<file path="config.mk">
export PLATFORM = sky130hd
export DESIGN_NAME = lru_page_replacement_top_flat
export DESIGN_NICKNAME = d
export VERILOG_FILES = /design/src/hw/rtl/lrupr_pkg.sv /design/src/hw/rtl/lrupr_stream_if.sv /design/src/hw/rtl/lrupr_cell.sv /design/src/hw/rtl/lru_page_replacement_top.sv /design/src/flat_wrapper.sv
export SDC_FILE = /design/constraint.sdc
export NUM_CORES = 1
export LEC_CHECK = 0
export ABC_AREA = 1
export BUFFER_PORTS_ARGS = -buffer_cell sky130_fd_sc_hd__clkbuf_2
export CAP_MARGIN = 10
export CORE_MARGIN = 2
export CORE_UTILIZATION = 30
export CTS_CLUSTER_SIZE = 14
export DETAILED_ROUTE_END_ITERATION = 6
export GPL_ROUTABILITY_DRIVEN = 0
export HOLD_SLACK_MARGIN = 0.05
export PLACE_DENSITY_LB_ADDON = 0.08
export SLEW_MARGIN = 40
export SYNTH_ARGS = -nofsm -noshare
export SYNTH_HDL_FRONTEND = slang
export SYNTH_SLANG_ARGS = --single-unit
</file>
<file path="constraint.sdc">
create_clock -name i_clk -period 7.4 [get_ports i_clk]
set_input_delay 0.74 -clock i_clk [delete_from_list [all_inputs] [get_ports i_clk]]
set_output_delay 0.74 -clock i_clk [all_outputs]
set_load 0.005 [all_outputs]
</file>
<file path="src/hw/rtl/lrupr_pkg.sv">
// ---------------------------------------------------------------------------
// LRU page replacement - package
// Word types and the structs passed along the cell row.
// ---------------------------------------------------------------------------
`default_nettype none

package lrupr_pkg;

    // bounds of the build parameters: up to 64 frames, up to 32 page bits
    localparam int C_IDX_W  = 6;
    localparam int C_PAGE_W = 32;

    typedef struct packed {
        logic [15:0] page;
    } t_req;

    typedef struct packed {
        logic        hit;
        logic [2:0]  frame_slot;
        logic        evicted_valid;
        logic [15:0] evicted_page;
        logic [31:0] hit_count;
        logic [31:0] fault_count;
    } t_res;

    typedef struct packed {
        logic [3:0] num_frames;
    } t_cfg;

    typedef struct packed {
        logic                hit;
        logic [C_IDX_W-1:0]  hit_slot;
        logic [C_IDX_W-1:0]  hit_rank;
        logic [C_IDX_W-1:0]  lru_slot;
        logic [C_PAGE_W-1:0] lru_page;
    } t_scan;

    typedef struct packed {
        logic               commit;
        logic               hit;
        logic [C_IDX_W-1:0] slot;
        logic [C_IDX_W-1:0] old_rank;
        logic [C_IDX_W:0]   filled;
    } t_upd;

endpackage

`default_nettype wire

</file>
<file path="src/hw/rtl/lrupr_stream_if.sv">
// ---------------------------------------------------------------------------
// LRU page replacement - stream interface
// Valid/ready channel carrying one word of type T.
// ---------------------------------------------------------------------------
`default_nettype none

interface lrupr_stream_if #(
    parameter type T = logic
);
    logic valid;
    logic ready;
    T     data;

    modport source (output valid, output data, input ready);
    modport sink   (input valid, input data, output ready);
endinterface

`default_nettype wire

</file>
<file path="src/hw/rtl/lrupr_cell.sv">
// ---------------------------------------------------------------------------
// LRU page replacement - frame cell
// Holds one frame's page and recency rank, folds its match and LRU candidate into the scan word.
// ---------------------------------------------------------------------------
`default_nettype none

module lrupr_cell #(
    parameter int CELL_IDX = 0,
    parameter int RANK_W   = 3,
    parameter int PAGE_W   = 16
) (
    input  wire logic              i_clk,
    input  wire logic              i_rst_n,
    input  wire logic [PAGE_W-1:0] i_key,
    input  wire lrupr_pkg::t_scan  i_acc,
    output lrupr_pkg::t_scan       o_acc,
    input  wire lrupr_pkg::t_upd   i_upd,
    input  wire logic              i_clear
);
    import lrupr_pkg::*;

    logic [PAGE_W-1:0]  r_page;
    logic [RANK_W-1:0]  r_rank;
    logic [RANK_W-1:0]  n_rank;
    t_scan              r_acc;
    t_scan              n_acc;
    logic               w_valid;
    logic               w_me;
    logic [C_IDX_W-1:0] w_last;

    assign w_valid = (C_IDX_W + 1)'(CELL_IDX) < i_upd.filled;
    assign w_me    = i_upd.slot == C_IDX_W'(CELL_IDX);
    assign w_last  = C_IDX_W'(i_upd.filled - 1'b1);

    always_comb begin
        n_acc = i_acc;
        if (w_valid && !i_acc.hit && r_page == i_key) begin
            n_acc.hit      = 1'b1;
            n_acc.hit_slot = C_IDX_W'(CELL_IDX);
            n_acc.hit_rank = C_IDX_W'(r_rank);
        end
        if (w_valid && C_IDX_W'(r_rank) == w_last) begin
            n_acc.lru_slot = C_IDX_W'(CELL_IDX);
            n_acc.lru_page = C_PAGE_W'(r_page);
        end
    end

    always_comb begin
        n_rank = r_rank;
        if (w_me) begin
            n_rank = '0;
        end else if (w_valid) begin
            if (!i_upd.hit || C_IDX_W'(r_rank) < i_upd.old_rank) begin
                n_rank = r_rank + RANK_W'(1);
            end
        end
    end

    always_ff @(posedge i_clk) begin
        r_acc <= n_acc;
        if (i_upd.commit && !i_upd.hit && w_me) begin
            r_page <= i_key;
        end
    end

    always_ff @(posedge i_clk) begin
        if (!i_rst_n) begin
            r_rank <= '0;
        end else if (i_clear) begin
            r_rank <= '0;
        end else if (i_upd.commit) begin
            r_rank <= n_rank;
        end
    end

    assign o_acc = r_acc;

endmodule

`default_nettype wire

</file>
<file path="src/hw/rtl/lru_page_replacement_top.sv">
// ---------------------------------------------------------------------------
// LRU page replacement - top level
// Resident page table with recency ranks, built as a row of frame cells.
// ---------------------------------------------------------------------------
// Usage:
//   i_req carries one page reference per word; o_res returns one result word
//   per reference (hit, frame, evicted page, hit and fault counts).
//   i_cfg writes num_frames, clearing the table and both counters; the user must
//   write only while idle, unenforced by the block; i_cfg.ready is always high.
// Timing:
//   The reference is broadcast to the cell row while a scan word travels one
//   cell per cycle through the cells' registers, in the scan state. The
//   commit state then commits the update and loads the result register. A
//   new reference is taken only after the previous one has committed and the
//   block is back in idle.
// Reset:
//   Synchronous, active low: table empty, counters zero, num_frames = 3
//   (capped at MAX_FRAMES), no result pending.
// Stall:
//   The result register holds while o_res.ready is low. A new reference is
//   still taken; its commit waits until the held result has gone.
// ---------------------------------------------------------------------------
`default_nettype none

module lru_page_replacement_top #(
    parameter int MAX_FRAMES = 8,
    parameter int PAGE_BITS  = 16
) (
    input  wire logic    i_clk,
    input  wire logic    i_rst_n,
    lrupr_stream_if.sink   i_req,
    lrupr_stream_if.source o_res,
    lrupr_stream_if.sink   i_cfg
);
    import lrupr_pkg::*;

    localparam int FILL_W    = $clog2(MAX_FRAMES + 1);
    localparam int IDX_W     = (MAX_FRAMES > 1) ? $clog2(MAX_FRAMES) : 1;
    localparam int RESET_NUM = (3 > MAX_FRAMES) ? MAX_FRAMES : 3;

    localparam logic [1:0] S_IDLE   = 2'd0;
    localparam logic [1:0] S_SCAN   = 2'd1;
    localparam logic [1:0] S_COMMIT = 2'd2;

    logic [1:0]           r_state;
    logic [IDX_W-1:0]     r_cnt;
    logic [PAGE_BITS-1:0] r_key;
    logic [FILL_W-1:0]    r_filled;
    logic [FILL_W-1:0]    r_num;
    logic [FILL_W-1:0]    n_num;
    logic [31:0]          r_hits;
    logic [31:0]          r_faults;
    logic [31:0]          n_hits;
    logic [31:0]          n_faults;
    logic                 r_out_valid;
    t_res                 r_out;
    t_res                 n_out;
    t_scan                w_acc [MAX_FRAMES+1];
    t_scan                w_res;
    t_upd                 w_upd;
    logic                 w_req_acc;
    logic                 w_cfg_acc;
    logic                 w_commit;
    logic                 w_fill;
    logic [C_IDX_W-1:0]   w_slot;

    assign w_req_acc   = i_req.valid && i_req.ready;
    assign w_cfg_acc   = i_cfg.valid && i_cfg.ready;
    assign i_req.ready = r_state == S_IDLE;
    assign i_cfg.ready = 1'b1;
    assign w_commit    = (r_state == S_COMMIT) && (!r_out_valid || o_res.ready);

    assign w_acc[0] = '0;
    assign w_res    = w_acc[MAX_FRAMES];

    for (genvar g = 0; g < MAX_FRAMES; g++) begin : g_cell
        lrupr_cell #(
            .CELL_IDX (g),
            .RANK_W   (IDX_W),
            .PAGE_W   (PAGE_BITS)
        ) u_cell (
            .i_clk   (i_clk),
            .i_rst_n (i_rst_n),
            .i_key   (r_key),
            .i_acc   (w_acc[g]),
            .o_acc   (w_acc[g+1]),
            .i_upd   (w_upd),
            .i_clear (w_cfg_acc)
        );
    end

    assign w_fill = r_filled < r_num;

    always_comb begin
        if (w_res.hit) begin
            w_slot = w_res.hit_slot;
        end else if (w_fill) begin
            w_slot = C_IDX_W'(r_filled);
        end else begin
            w_slot = w_res.lru_slot;
        end
    end

    always_comb begin
        w_upd.commit   = w_commit;
        w_upd.hit      = w_res.hit;
        w_upd.slot     = w_slot;
        w_upd.old_rank = w_res.hit_rank;
        w_upd.filled   = (C_IDX_W + 1)'(r_filled);
    end

    always_comb begin
        n_hits   = r_hits;
        n_faults = r_faults;
        if (w_res.hit) begin
            if (r_hits != '1) begin
                n_hits = r_hits + 32'd1;
            end
        end else begin
            if (r_faults != '1) begin
                n_faults = r_faults + 32'd1;
            end
        end
        n_out.hit           = w_res.hit;
        n_out.frame_slot    = 3'(w_slot);
        n_out.evicted_valid = !w_res.hit && !w_fill;
        n_out.evicted_page  = (!w_res.hit && !w_fill) ? 16'(w_res.lru_page) : 16'd0;
        n_out.hit_count     = n_hits;
        n_out.fault_count   = n_faults;
    end

    always_comb begin
        if (i_cfg.data.num_frames == 4'd0) begin
            n_num = FILL_W'(1);
        end else if (32'(i_cfg.data.num_frames) > MAX_FRAMES) begin
            n_num = FILL_W'(MAX_FRAMES);
        end else begin
            n_num = FILL_W'(i_cfg.data.num_frames);
        end
    end

    always_ff @(posedge i_clk) begin
        if (w_req_acc) begin
            r_key <= PAGE_BITS'(i_req.data.page);
        end
        if (w_commit) begin
            r_out <= n_out;
        end
    end

    always_ff @(posedge i_clk) begin
        if (!i_rst_n) begin
            r_state     <= S_IDLE;
            r_cnt       <= '0;
            r_filled    <= '0;
            r_num       <= FILL_W'(RESET_NUM);
            r_hits      <= '0;
            r_faults    <= '0;
            r_out_valid <= 1'b0;
        end else begin
            if (w_commit) begin
                r_out_valid <= 1'b1;
            end else if (o_res.valid && o_res.ready) begin
                r_out_valid <= 1'b0;
            end
            if (w_cfg_acc) begin
                r_num    <= n_num;
                r_filled <= '0;
                r_hits   <= '0;
                r_faults <= '0;
            end else if (w_commit) begin
                r_hits   <= n_hits;
                r_faults <= n_faults;
                if (!w_res.hit && w_fill) begin
                    r_filled <= r_filled + FILL_W'(1);
                end
            end
            case (r_state)
                S_IDLE: begin
                    if (w_req_acc) begin
                        r_cnt   <= '0;
                        r_state <= S_SCAN;
                    end
                end
                S_SCAN: begin
                    if (r_cnt == IDX_W'(MAX_FRAMES - 1)) begin
                        r_state <= S_COMMIT;
                    end else begin
                        r_cnt <= r_cnt + IDX_W'(1);
                    end
                end
                S_COMMIT: begin
                    if (w_commit) begin
                        r_state <= S_IDLE;
                    end
                end
                default: begin
                    r_state <= S_IDLE;
                end
            endcase
        end
    end

    assign o_res.valid = r_out_valid;
    assign o_res.data  = r_out;

endmodule

`default_nettype wire

</file>
<file path="src/flat_wrapper.sv">
// flat-port wrapper written by rule: the top's interface ports become plain ports
module lru_page_replacement_top_flat import lrupr_pkg::*;
#(
    parameter int MAX_FRAMES = 8,
    parameter int PAGE_BITS  = 16
)
  (i_clk, i_rst_n, i_req_valid, i_req_data, i_req_ready, o_res_valid, o_res_data, o_res_ready, i_cfg_valid, i_cfg_data, i_cfg_ready);
  lrupr_stream_if #(.T(t_req)) i_req_i ();
  lrupr_stream_if #(.T(t_res)) o_res_i ();
  lrupr_stream_if #(.T(t_cfg)) i_cfg_i ();
  input  wire logic i_clk;
  input  wire logic i_rst_n;
  input wire logic [$bits(i_req_i.valid)-1:0] i_req_valid;
  input wire logic [$bits(i_req_i.data)-1:0] i_req_data;
  output wire logic [$bits(i_req_i.ready)-1:0] i_req_ready;
  output wire logic [$bits(o_res_i.valid)-1:0] o_res_valid;
  output wire logic [$bits(o_res_i.data)-1:0] o_res_data;
  input wire logic [$bits(o_res_i.ready)-1:0] o_res_ready;
  input wire logic [$bits(i_cfg_i.valid)-1:0] i_cfg_valid;
  input wire logic [$bits(i_cfg_i.data)-1:0] i_cfg_data;
  output wire logic [$bits(i_cfg_i.ready)-1:0] i_cfg_ready;
  assign i_req_i.valid = i_req_valid;
  assign i_req_i.data = i_req_data;
  assign i_req_ready = i_req_i.ready;
  assign o_res_valid = o_res_i.valid;
  assign o_res_data = o_res_i.data;
  assign o_res_i.ready = o_res_ready;
  assign i_cfg_i.valid = i_cfg_valid;
  assign i_cfg_i.data = i_cfg_data;
  assign i_cfg_ready = i_cfg_i.ready;
  lru_page_replacement_top #(.MAX_FRAMES(MAX_FRAMES), .PAGE_BITS(PAGE_BITS)) u_core (.i_clk(i_clk), .i_rst_n(i_rst_n), .i_req(i_req_i), .o_res(o_res_i), .i_cfg(i_cfg_i));
endmodule
</file>
==> flow_metrics.py <==
metrics = {
    "synth": {
        "syn_nets": 2610,
        "syn_area_per_cell_sq_um": 8.91,
        "seq_area_frac_synth_pct": 56.3,
        "synth-edff-count": 229,
        "synthFlopType": "dfxtp_1",
        "yosysWarnings": 0,
        "async_flop_share_pct": 0,
        "synthCells": 2551,
        "synth_area_sq_um": 22700,
        "synth_area_leader_cell": "edfxtp_1",
        "ys_types": 59,
        "synth_seq_cells": 525,
        "synth_top_area_share_pct": 30.2,
        "synth.area.top_cells": "edfxtp_1, dfxtp_1, nand2_1",
    },
    "worst_hold_path": {
        "worstHoldPathType": "input pin to flip-flop",
    },
    "global_routing": {
        "antenna_found_initial": 1,
        "overflow": 0,
        "track_usage_pct": 16.0,
        "grt_pass1_vias": 16600,
        "grt_pass1_wl_mm": 96.8,
        "grt_max_degree": 109,
    },
    "power": {
        "powerDensity_nw_per_um2": 235,
        "vdd_drop_max_mv": 0.177,
        "power_leakage_nw": 10.9,
    },
    "place": {
        "place_inst": 3580,
        "postPlaceCellArea_sq_um": 24300,
        "dpl_worst_slack_ns": 4.01,
        "dp.final_hpwl_mm": 46.1,
        "port_buffers": 111,
    },
    "sta": {
        "setup_ws_ns": 3.99,
        "period_minus_slack_ns": 3.41,
        "slew_viol_final": 0,
        "fin_crit_sh_pct": 46.1,
        "tns_ns": 0,
        "timing.fmax_ghz": 0.293,
        "clock_skew_ns": 0.0254,
        "relSlewSlack_pct": 46.1,
        "whs_ns": 0.291,
        "rsz0062_at_grt": "false",
        "hold_violations": 0,
        "finalSetupViolations": 0,
        "tightestPinTransition_ns": 0.806,
    },
    "drt": {
        "num_vias": 16900,
        "route.detailed.drc": 0,
        "drt-vias-per-instance": 4.58,
        "wl_per_cell_microns": 17.1,
        "drt_first_pass_iters": 7,
        "drt.antenna.violating_nets": 0,
        "drtIter0Drc": 892,
        "routed_wl_mm": 63.1,
    },
    "clocking": {
        "clock_tree.buffer_depth": 3,
        "cts_tree": "built",
        "cts_inserted_buffers": 61,
        "cts-root-buf": "clkbuf_16",
        "clk_pin_slew_ns": 0.06,
        "hold_buffers": 0,
        "cts_setup_buffers": 0,
        "htree_levels": 2,
        "clk_latency_ns": 0.63,
        "post_cts_resized": 0,
        "cts.sinks": 525,
    },
    "floorplanning": {
        "num_rows": 100,
        "die_y_microns": 279,
        "start_util_pct": 30.4,
        "dieArea_sq_um": 78000,
        "die_w_microns": 279,
        "fp.coreArea_sq_um": 74700,
        "top_level_ports": 113,
    },
    "run_status": {
        "status": "complete, no violations",
    },
    "setup_path": {
        "criticalPathCategory": "flip-flop to flip-flop",
        "cp_data_required_time_ns": 7.87,
        "cp_max_fo": 29,
        "end_kind": "flip-flop",
        "r2r_slack_ns": 3.99,
        "cp.arrival_ns": 3.88,
        "startpoint_type": "flip-flop",
    },
    "final_layout": {
        "layout.cells.non_filler": 3699,
        "fillers": 7658,
        "final_common_cell": "nand2_1",
        "drive_gt1_share_pct": 11.9,
        "nets": 2735,
        "stdcell_area_sq_um": 26400,
        "regArea_sq_um": 12800,
        "syn2layout_area_growth_pct": 16.2,
        "multiInputGateArea_sq_um": 8120,
        "final_cell_mix": "nand2_1, inv_1, dfxtp_1",
    },
    "job": {
        "maxCapViolCount": 0,
    },
}
==> report_power, final <==
group          leakage [nW]  switching [W]  internal (W)  total (W)
registers              4.43     0.00000348       0.00302    0.00303
logic                  5.49       0.000101     0.0000360   0.000137
clock network          1.01        0.00120       0.00184    0.00304
==> flip-flops by register name, summed over array words and instances, names as in the netlist <==
| signal | cells |
|---|---|
| u_core.o_res.data | 85 |
| u_core.r_hits | 32 |
| u_core.r_faults | 32 |
| u_core.r_num | 4 |
| u_core.r_key | 16 |
| u_core.g_cell.u_cell.o_acc | 194 |
| u_core.g_cell.u_cell.r_page | 128 |
| u_core.r_filled | 4 |
| u_core.r_cnt | 3 |
| u_core.o_res.valid | 1 |
| u_core.g_cell.u_cell.r_rank | 24 |
| u_core.r_state | 2 |
==> kinds of logic (layout without fill, tap and decap cells) <==
family,Yosys count,count (layout),synth area share [%]
other,1,2,0.0165
buffers and inverters,458,636,8.09
xor gates and xnor gates,106,106,4.08
DFF,525,525,56.3
muxes,11,11,0.677
and+or+nand+nor,1047,1047,20.1
adders and majority gates,34,34,1.87
AOI/OAI and AO/OA,369,369,8.90
==> layer usage <==
layer	track usage [%]	wire length [microns]	up-vias
met3	2.51	2360	103
met4	5.57	1830	0
met2	27.8	30700	301
li1	-	-	8562
met1	20.0	28200	7982
met5	0	0	-
==> cell type report <==
class	instances	share of cell area, %
well taps	969	4.59
diodes	1	0.00947
clock buffers	87	6.57
multi-input cells	1568	30.7
repair buffers	143	3.03
flip-flops and latches	525	48.5
clock inverters	29	1.23
inverters	377	5.39
==> critical path, stage by stage (launching register included) <==
cell       delay, ns
dfxtp_1         0.79
inv_2           0.23
ha_1            0.61
o21ai_0         0.23
a2111oi_4       0.66
nand2_2         0.47
nand2_1         0.17
o21ai_0         0.10
==> stage by stage <==
stage | util, % | total power, W
finish | 35.4 | 0.00620
global route | 35.4 | 0.00644
CTS | 35.3 | 0.00632
detailed placement | 32.6 | 0.00323
global placement | 32.6 | 0.00323
floorplan | - | 0.00316
==> cells in the mapped netlist (6+ instances only) <==
cell type and count:
buf_2 25, nand3_2 6, or2_2 6, nand4_1 36
xnor2_1 23, o22ai_1 32, o21ai_0 182, nor2_1 166
nand2_2 15, inv_2 11, clkbuf_1 34, nand2_1 612
dfxtp_1 296, nand3_1 112, buf_1 8, nor3_1 34
ha_1 34, xor2_1 83, a21boi_0 8, mux2_4 8
edfxtp_1 229, inv_1 360, nor4_1 18, o21ai_1 22
a21oi_1 97, nor2_2 10
==> final timing paths <==
check	to	start	cells past startpoint
worst min-delay path	u_core.r_key[5]	i_req_data[5]	1
worst min register to register	u_core.g_cell[6].u_cell.o_acc[46]	u_core.g_cell[5].u_cell.o_acc[46]	2
worst max-delay path	u_core.g_cell[7].u_cell.o_acc[2]	u_core.r_filled[0]	7
worst max register to register	u_core.g_cell[7].u_cell.o_acc[2]	u_core.r_filled[0]	7
No activity file was read; power rests on OpenSTA's default activity.
